$ cat config.mk
export PLATFORM = sky130hd
export DESIGN_NAME = i2c_master_transfer_sequencer_top_flat
export DESIGN_NICKNAME = d
export VERILOG_FILES = /design/src/design/i2cmts_pkg.sv /design/src/design/i2cmts_in_if.sv /design/src/design/i2cmts_out_if.sv /design/src/design/i2cmts_step.sv /design/src/design/i2c_master_transfer_sequencer_top.sv /design/src/flat_wrapper.sv
export SDC_FILE = /design/constraint.sdc
export NUM_CORES = 1
export LEC_CHECK = 0
export BUFFER_PORTS_ARGS = -buffer_cell sky130_fd_sc_hd__buf_2
export CAP_MARGIN = 25
export CORE_MARGIN = 5
export CORE_UTILIZATION = 30
export DETAILED_ROUTE_END_ITERATION = 6
export REMOVE_ABC_BUFFERS = 1
export SLEW_MARGIN = 20
export SYNTH_ARGS = -nofsm -noshare
export SYNTH_HDL_FRONTEND = slang
export SYNTH_SLANG_ARGS = --single-unit
export TNS_END_PERCENT = 50
$ cat constraint.sdc
create_clock -name i_clk -period 3.5 [get_ports i_clk]
set_input_delay 0.525 -clock i_clk [delete_from_list [all_inputs] [get_ports i_clk]]
set_output_delay 0.525 -clock i_clk [all_outputs]
set_load 0.01 [all_outputs]
$ cat src/design/i2cmts_pkg.sv
// shared types and codes for the i2c master transfer sequencer
`default_nettype none
package i2cmts_pkg;

    localparam int unsigned ADDR_W  = 7;
    localparam int unsigned BYTE_W  = 8;
    localparam int unsigned PHASE_W = 3;

    typedef enum logic [1:0] {
        REQ_START_WR = 2'd0,
        REQ_START_RD = 2'd1,
        REQ_STATUS   = 2'd2,
        REQ_ERROR    = 2'd3
    } t_req;

    typedef enum logic [PHASE_W-1:0] {
        PH_IDLE  = 3'd0,
        PH_START = 3'd1,
        PH_ADDR  = 3'd2,
        PH_TX    = 3'd3,
        PH_RX    = 3'd4,
        PH_ERR   = 3'd5
    } t_phase;

    typedef struct packed {
        logic [1:0]        req_type;
        logic [ADDR_W-1:0] target_address;
        logic [BYTE_W-1:0] transfer_length;
        logic              start_sent_flag;
        logic              address_done_flag;
        logic              tx_empty_flag;
        logic              rx_full_flag;
        logic [BYTE_W-1:0] tx_byte;
        logic [BYTE_W-1:0] rx_byte;
    } t_in_item;

    typedef struct packed {
        logic               write_data_reg;
        logic [BYTE_W-1:0]  data_reg_value;
        logic               store_received;
        logic [BYTE_W-1:0]  received_byte;
        logic [BYTE_W-1:0]  store_index;
        logic               request_start;
        logic               request_stop;
        logic               set_ack;
        logic               clear_ack;
        logic               read_status2;
        logic [PHASE_W-1:0] phase_now;
    } t_out_item;

    typedef struct packed {
        t_phase            phase;
        logic [ADDR_W-1:0] slave_address;
        logic              read_mode;
        logic [BYTE_W-1:0] byte_count;
        logic [BYTE_W-1:0] byte_index;
    } t_seq_state;

endpackage
`default_nettype wire

$ cat src/design/i2cmts_in_if.sv
// request channel: valid/ready with one request item
`default_nettype none
interface i2cmts_in_if;
    logic                 valid;
    logic                 ready;
    i2cmts_pkg::t_in_item data;

    modport source (output valid, output data, input ready);
    modport sink   (input valid, input data, output ready);
endinterface
`default_nettype wire

$ cat src/design/i2cmts_out_if.sv
// result channel: valid/ready with one command item
`default_nettype none
interface i2cmts_out_if;
    logic                  valid;
    logic                  ready;
    i2cmts_pkg::t_out_item data;

    modport source (output valid, output data, input ready);
    modport sink   (input valid, input data, output ready);
endinterface
`default_nettype wire

$ cat src/design/i2cmts_step.sv
// sequencer next-state and command decode for one request
`default_nettype none
module i2cmts_step (
    input  wire i2cmts_pkg::t_seq_state i_state,
    input  wire i2cmts_pkg::t_in_item   i_item,
    output i2cmts_pkg::t_seq_state      o_state,
    output i2cmts_pkg::t_out_item       o_result
);

    i2cmts_pkg::t_seq_state n_state;
    i2cmts_pkg::t_out_item  n_result;
    logic [i2cmts_pkg::BYTE_W-1:0] idx_inc;
    logic [i2cmts_pkg::BYTE_W-1:0] cnt_dec;
    logic                          tx_more;

    assign idx_inc = i_state.byte_index + i2cmts_pkg::BYTE_W'(1);
    assign cnt_dec = i_state.byte_count - i2cmts_pkg::BYTE_W'(1);
    assign tx_more = (i_state.byte_index < i_state.byte_count);

    // next state
    always_comb begin
        n_state = i_state;
        case (i2cmts_pkg::t_req'(i_item.req_type))
            i2cmts_pkg::REQ_START_WR, i2cmts_pkg::REQ_START_RD: begin
                n_state.slave_address = i_item.target_address;
                n_state.byte_count    = i_item.transfer_length;
                n_state.byte_index    = '0;
                n_state.read_mode     = (i_item.req_type == i2cmts_pkg::REQ_START_RD);
                n_state.phase         = i2cmts_pkg::PH_START;
            end
            i2cmts_pkg::REQ_ERROR: begin
                n_state.phase = i2cmts_pkg::PH_ERR;
            end
            i2cmts_pkg::REQ_STATUS: begin
                case (i_state.phase)
                    i2cmts_pkg::PH_START: begin
                        if (i_item.start_sent_flag) n_state.phase = i2cmts_pkg::PH_ADDR;
                    end
                    i2cmts_pkg::PH_ADDR: begin
                        if (i_item.address_done_flag) begin
                            n_state.phase = i_state.read_mode ? i2cmts_pkg::PH_RX
                                                              : i2cmts_pkg::PH_TX;
                        end
                    end
                    i2cmts_pkg::PH_TX: begin
                        if (i_item.tx_empty_flag) begin
                            if (tx_more) n_state.byte_index = idx_inc;
                            else         n_state.phase      = i2cmts_pkg::PH_IDLE;
                        end
                    end
                    i2cmts_pkg::PH_RX: begin
                        if (i_item.rx_full_flag) begin
                            n_state.byte_index = idx_inc;
                            if (idx_inc == i_state.byte_count) n_state.phase = i2cmts_pkg::PH_IDLE;
                        end
                    end
                    i2cmts_pkg::PH_ERR: begin
                        n_state.phase = i2cmts_pkg::PH_IDLE;
                    end
                    default: ;
                endcase
            end
            default: ;
        endcase
    end

    // commands
    always_comb begin
        n_result = '0;
        case (i2cmts_pkg::t_req'(i_item.req_type))
            i2cmts_pkg::REQ_START_WR, i2cmts_pkg::REQ_START_RD: begin
                n_result.request_start = 1'b1;
                n_result.set_ack       = (i_item.req_type == i2cmts_pkg::REQ_START_RD);
            end
            i2cmts_pkg::REQ_STATUS: begin
                case (i_state.phase)
                    i2cmts_pkg::PH_START: begin
                        if (i_item.start_sent_flag) begin
                            n_result.write_data_reg = 1'b1;
                            n_result.data_reg_value = {i_state.slave_address, i_state.read_mode};
                        end
                    end
                    i2cmts_pkg::PH_ADDR: begin
                        n_result.read_status2 = i_item.address_done_flag;
                    end
                    i2cmts_pkg::PH_TX: begin
                        if (i_item.tx_empty_flag) begin
                            if (tx_more) begin
                                n_result.write_data_reg = 1'b1;
                                n_result.data_reg_value = i_item.tx_byte;
                                n_result.store_index    = i_state.byte_index;
                            end else begin
                                n_result.request_stop = 1'b1;
                            end
                        end
                    end
                    i2cmts_pkg::PH_RX: begin
                        if (i_item.rx_full_flag) begin
                            n_result.store_received = 1'b1;
                            n_result.received_byte  = i_item.rx_byte;
                            n_result.store_index    = i_state.byte_index;
                            // nack ahead of the last byte
                            n_result.clear_ack      = (i_state.byte_count != '0)
                                                      && (idx_inc == cnt_dec);
                            n_result.request_stop   = (idx_inc == i_state.byte_count);
                        end
                    end
                    i2cmts_pkg::PH_ERR: begin
                        n_result.request_stop = 1'b1;
                        n_result.set_ack      = 1'b1;
                    end
                    default: ;
                endcase
            end
            default: ;
        endcase
        n_result.phase_now = n_state.phase;
    end

    assign o_state  = n_state;
    assign o_result = n_result;

endmodule
`default_nettype wire

$ cat src/design/i2c_master_transfer_sequencer_top.sv
// i2c master transfer sequencer: request register, decode, command register
// flow: an accepted request sits in the request register, is decoded, and moves to the
// command register once that register is free; its command is then offered on the output
// throughput: one request per cycle while the output is ready, set by the single decode
// between two registers; if a command waits the input takes one more request, then stalls
// reset (synchronous, active low): phase idle, address/length/index/mode zero
`default_nettype none
module i2c_master_transfer_sequencer_top (
    input  wire             i_clk,
    input  wire             i_rst_n,
    i2cmts_in_if.sink       i_in,
    i2cmts_out_if.source    o_out
);

    i2cmts_pkg::t_in_item   r_in;
    logic                   r_in_valid;
    i2cmts_pkg::t_seq_state r_state;
    i2cmts_pkg::t_out_item  r_out;
    logic                   r_out_valid;

    i2cmts_pkg::t_seq_state n_state;
    i2cmts_pkg::t_out_item  n_out;
    logic                   advance;

    // move the held request into the command register when it is free
    assign advance    = !r_out_valid || o_out.ready;
    assign i_in.ready = !r_in_valid || advance;

    i2cmts_step u_step (
        .i_state  (r_state),
        .i_item   (r_in),
        .o_state  (n_state),
        .o_result (n_out)
    );

    always_ff @(posedge i_clk) begin
        if (!i_rst_n) begin
            r_in_valid  <= 1'b0;
            r_out_valid <= 1'b0;
            r_state     <= '{phase: i2cmts_pkg::PH_IDLE, default: '0};
        end else begin
            if (i_in.ready) r_in_valid <= i_in.valid;
            if (advance) begin
                r_out_valid <= r_in_valid;
                if (r_in_valid) r_state <= n_state;
            end
        end
    end

    always_ff @(posedge i_clk) begin
        if (i_in.valid && i_in.ready) r_in <= i_in.data;
        if (advance && r_in_valid)    r_out <= n_out;
    end

    assign o_out.valid = r_out_valid;
    assign o_out.data  = r_out;

endmodule
`default_nettype wire

$ cat src/flat_wrapper.sv
// flat-port wrapper written by rule: the top's interface ports become plain ports
module i2c_master_transfer_sequencer_top_flat 
  (i_clk, i_rst_n, i_in_valid, i_in_data, i_in_ready, o_out_valid, o_out_data, o_out_ready);
  i2cmts_in_if i_in_i ();
  i2cmts_out_if o_out_i ();
  input  wire i_clk;
  input  wire i_rst_n;
  input wire logic [$bits(i_in_i.valid)-1:0] i_in_valid;
  input wire logic [$bits(i_in_i.data)-1:0] i_in_data;
  output wire logic [$bits(i_in_i.ready)-1:0] i_in_ready;
  output wire logic [$bits(o_out_i.valid)-1:0] o_out_valid;
  output wire logic [$bits(o_out_i.data)-1:0] o_out_data;
  input wire logic [$bits(o_out_i.ready)-1:0] o_out_ready;
  assign i_in_i.valid = i_in_valid;
  assign i_in_i.data = i_in_data;
  assign i_in_ready = i_in_i.ready;
  assign o_out_valid = o_out_i.valid;
  assign o_out_data = o_out_i.data;
  assign o_out_i.ready = o_out_ready;
  i2c_master_transfer_sequencer_top u_core (.i_clk(i_clk), .i_rst_n(i_rst_n), .i_in(i_in_i), .o_out(o_out_i));
endmodule
Yosys cells after proc, flatten, opt, wreduce, memory -nomap -nowiden
Index checks and enable logic that the tools add are counted.

Add/subtract/negate cells: 2. Order comparisons: 1. Equal/unequal tests: 14. Mux-type cells: 29. Reduce and logical (&&, ||, !) cells: 17.

Operators with widths (number): $pmux W8 S2 (3); $mux W8 (5); $mux W9 (3); $mux W3 (7); $pmux W9 S2 (1); $mux W17 (1); $eq A8 B8 Y1 (2); $pmux W3 S5 (1); $pmux W3 S3 (1); $add A8 B1 Y8 const B (1); $lt A8 B8 Y1 (1); $reduce_bool A8 Y1 (1); $sub A8 B1 Y8 const B (1); $reduce_and A7 Y1 (1); $eq A3 B2 Y1 const B (2); $eq A3 B3 Y1 const B (2); $ne A3 B2 Y1 const B (2); $reduce_and A2 Y1 (3); $reduce_and A3 Y1 (2); $mux W1 (5); $eq A2 B2 Y1 const B (2); $eq A3 B1 Y1 const B (1); $logic_and A1 B1 Y1 (3); $ne A3 B1 Y1 const B (1); 9 further kinds (11).

Flip-flop bits (word level): 100. Input port bits: 41. Output and inout port bits: 36. Logic and storage cells: 90.

Depth between registers and ports, before layout
Depth in word-level cells: 6. Mapped depth: 9. Depth with buffers taken out: 8.

Hierarchy
Synthesis repeated with hierarchy kept, for this count alone.

Cells, all modules: 426. Area, all modules: 4852.2 sq um.

By module, submodules not included: i2c_master_transfer_sequencer_top (times used 1, cells each 197, area each 3306.9 sq um, seq. area each 2712.6 sq um); i2cmts_step (times used 1, cells each 229, area each 1545.2 sq um, seq. area each 0.0 sq um).

Worst setup path after synthesis
Ideal clock, no wire load.

Kind: input port to flip-flop. Start: input port o_out_ready. End: register u_core.r_state[16] (netlist name). Setup time: 0.076 ns. Data arrival time: 2.576 ns. Slack: 0.848 ns. Stages: 7. Path buffers: 1. Cells stage by stage: nor2b_1 -> nand2b_1 -> clkinv_1 -> nand2_1 -> buf_2 -> nand2_1 -> a21boi_0.

Word-level cells in the longest chain between the ends: 2.

Ends and longest elaborated chain: from (decl) (line flat_wrapper.sv:13) `input wire logic [$bits(o_out_i.ready)-1:0] o_out_ready;`; $logic_or A1 B1 Y1 (line i2c_master_transfer_sequencer_top.sv:26) `assign advance = !r_out_valid || o_out.ready;`; $reduce_and A3 Y1 (no source line); to (signal assigned) (line i2c_master_transfer_sequencer_top.sv:45) `if (r_in_valid) r_state <= n_state;`; to (decl) (line i2c_master_transfer_sequencer_top.sv:17) `i2cmts_pkg::t_seq_state r_state;`.

Every way passes these cells. A chain may end at the register's enable or synchronous reset.

Worst setup path in the final report
Start: register u_core.r_state[9] (netlist name). End: register u_core.r_out (netlist bit u_core.o_out.data[15]) (data pin).

Word-level cells in the longest chain between the ends: 4.

Ends and longest elaborated chain: $lt A8 B8 Y1 (line i2cmts_step.sv:18) `assign tx_more = (i_state.byte_index < i_state.byte_count);`; $mux W8 (line i2cmts_step.sv:88) `if (tx_more) begin`; $mux W8 (line i2cmts_step.sv:87) `if (i_item.tx_empty_flag) begin`; $pmux W8 S2 (line i2cmts_step.sv:76) `case (i_state.phase)`; to (signal assigned) (line i2c_master_transfer_sequencer_top.sv:52) `if (advance && r_in_valid) r_out <= n_out;`; to (decl) (line i2c_master_transfer_sequencer_top.sv:18) `i2cmts_pkg::t_out_item r_out;`.

Every way passes these cells.

==> flow_summary_export.csv <==
group,metric,value,unit
synthesis,synth_compound_area_share,11.6,%
power,ir_drop,0.000187,V
run_status,status,"completed",
worst_setup_path,crit_family,"compound AO/OA/AOI/OAI gates",
worst_setup_path,cp_num_buf_inv,1,
synthesis,ys_types,54,
global_route,overflow,0,
clock_tree,cts_tree,"built",
floorplanning,ios,77,
synthesis,synth_warnings,0,
power,p_leak,0.00187,uW
worst_hold_path,hold_path_class,"in2reg",
route,vias,3095,
route,drc,0,
synthesis,syn_area_per_cell,11.6,um^2
timing,worst_slack,0.903,ns
clock_tree,post_cts_buffers,0,
synthesis,synthMuxAreaShare,0.707,%
floorplanning,die_x,131,um
global_route,met2_usage,16.8,%
synthesis,synth_edf_count,71,
global_route,gr-usage-met1,16.3,%
route,detail-route-antenna-nets,0,
worst_setup_path,worst-path-max-fanout,10,
placed_design,place.gp.congestion,0.877,
clock_tree,clk_pin_slew,0.08,ns
flow_run,maxCapViolCount,0,
synthesis,syn_area,4420,um^2
synthesis,syn_inst,380,
timing,maxSlewViolCount,0,
worst_setup_path,worstSetupEndpointType,"register",
floorplanning,std_cell_rows,44,
global_route,use_met3,2.98,%
timing,tightest_slew,0.892,ns
global_route,grt_max_degree,44,
final_layout,multi_input_area,1580,um^2
worst_setup_path,slowest_delay,0.72,ns
synthesis,synthArstFlopShare,0,%
placed_design,dp_hpwl,6980,um
power,powerDensity,469,nW/um^2
synthesis,synthSimpleGateAreaFrac,17.0,%
worst_setup_path,crit_slowest_cell,"a21oi_1",
route,avgViaCountPerCell,4.82,
route,wl,9860,um
synthesis,synthFlopType,"edfxtp_1",
placed_design,io_buffers,76,
timing,clock_skew,0.00855,ns
clock_tree,cts_max_path_buffers,2,
synthesis,yosys.area_share.xor_xnor,3.48,%
route,drt_pre_antenna_iters,4,
global_route,grt_antenna_before_repair,0,
power,p_total,2470,uW
worst_setup_path,crit_required,3.57,ns
global_route,grt_pass1_wl,16300,um
synthesis,synth_top_family_by_area,"simple AND/OR/NAND/NOR gates",
timing,worst_hold_slack,0.337,ns
route,drt_iter0_markers,171,
clock_tree,clock_latency,0.36,ns
synthesis,synth_seq_area_share,61.3,%
final_layout,fin_nets,504,
final_layout,drive_above_1_share,22.9,%
floorplanning,die_height,131,um
timing,hold_violations,0,
final_layout,regArea,2710,um^2
clock_tree,htreeDepth,3,
clock_tree,cts_buffers,9,
worst_setup_path,worstSetupStartpointType,"register",
global_route,gr-usage-all-layers,11.7,%
worst_setup_path,criticalPathCategory,"reg2reg",
timing,period_needed,2.60,ns
final_layout,fillCellCount,1441,
global_route,grt_pass1_vias,3112,
timing,max_freq,0.385,GHz
final_layout,diodes,0,
synthesis,ys_ff_latch,100,
timing,rsz0062_at_grt,"no",
timing,maxSlewHeadroom,40.5,%
global_route,grt_busiest_layer,"met2",
timing,fin_tns_setup,0,ns
floorplanning,start_util,30.5,%
clock_tree,cts_sinks,100,
worst_setup_path,worstPathArrival,2.67,ns
floorplanning,core,14500,um^2
placed_design,preCtsSetupSlack,0.780,ns
final_layout,final_common_cell,"buf_2",
timing,period_share,74.2,%
final_layout,final_util,36.4,%
route,routedWlPerCell,15.4,um
clock_tree,cts-root-buf,"clkbuf_16",
clock_tree,ctsHoldBuffers,0,
final_layout,syn_to_final_growth,19.3,%
clock_tree,ctsResizeCount,0,
final_layout,final_cell_mix,"buf_2 (76), edfxtp_1 (71), nand2_1 (43), dfxtp_1 (29), nor2_1 (27)",
timing,setup_viol,0,
floorplanning,dieArea,17300,um^2
synthesis,synth_fa_ha_area_share,2.83,%
worst_setup_path,path_cells,"inv_1 -> ha_1 -> nor2b_1 -> o211ai_1 -> a21oi_1 -> nor3_4 -> a21oi_1 -> nor2b_1",
-- path summary, 6_finish.rpt --
path,from,to,slack (ns),depth (start not counted)
setup / recovery,u_core.r_state[9]$_SDFFE_PN0P_,u_core.o_out.data[15]$_SDFFCE_PP0P_,0.90,8
hold / removal,i_in_data[0],u_core.r_in[0]$_DFFE_PP_,0.34,1
setup reg to reg,u_core.r_state[9]$_SDFFE_PN0P_,u_core.o_out.data[15]$_SDFFCE_PP0P_,0.90,8
hold reg to reg,u_core.r_state[23]$_SDFFE_PN0P_,u_core.r_state[23]$_SDFFE_PN0P_,0.47,2
-- through the flow --
step / instance area (um^2) / std cells
finish: 5280 / 642
global route: 5280 / 642
CTS: 5280 / 642
detailed placement: 4990 / 626
global placement: 4980 / 625
floorplan: 4340 / 362
-- cells by family after synthesis --
family,count (synthesis)
buf+inv,33
fa+ha+maj,10
simple gates,146
xor+xnor,16
compound gates,72
flops,100
mux,3
-- per-layer routing --
layer	wire length (um)	part of all wire, %
met1	4820	49
met2	4380	44
met3	461	4.7
met4	204	2.1
met5	0	0
-- report_power, final --
part / switching, uW / total (uW) / internal, uW
combinational: 101 / 164 / 62.4
sequential: 26.7 / 1350 / 1320
clock: 463 / 961 / 497
total: 592 / 2470 / 1880
-- final cells by class --
cell class,instances,share of cell area (%)
Sequential cell,100,51.4
Tap cell,184,4.36
Clock buffer,10,4.34
Inverter,15,1.07
Clock inverter,6,1.07
Multi-Input combinational cell,247,29.9
Timing Repair Buffer,80,7.85
-- sequential cells by signal, summed over array words and instances (netlist names) --
register / flops
u_core.o_out.data: 34
u_core.r_in_valid: 1
u_core.o_out.valid: 1
u_core.r_state: 27
u_core.r_in: 37
-- cell usage after synthesis, drive strengths merged (3+ instances only) --
cell     count  area share (%)
and2        10             1.4
a22oi        8             1.4
a31oi        3            0.42
nor3b        3            0.62
or3          4            0.68
edfxtp      71              48
o211ai       3            0.51
and3         4            0.57
o21ai       12             1.4
nand4b       3            0.59
nand2       43             3.6
o2111ai      3            0.59
nor2        27             2.3
xnor2        8             1.6
inv         14             1.2
xor2         7             1.4
o31ai        3            0.51
nand3       19             2.3
dfxtp       29              13
buf          5            0.68
nand2b       3            0.42
nor2b       12             1.7
a21oi       11             1.3
ha          10             2.8
nand4       10             1.4
nor3         3            0.59
a21boi      16             2.7
clkbuf      13             1.1
(Power assumes the default switching activity.)
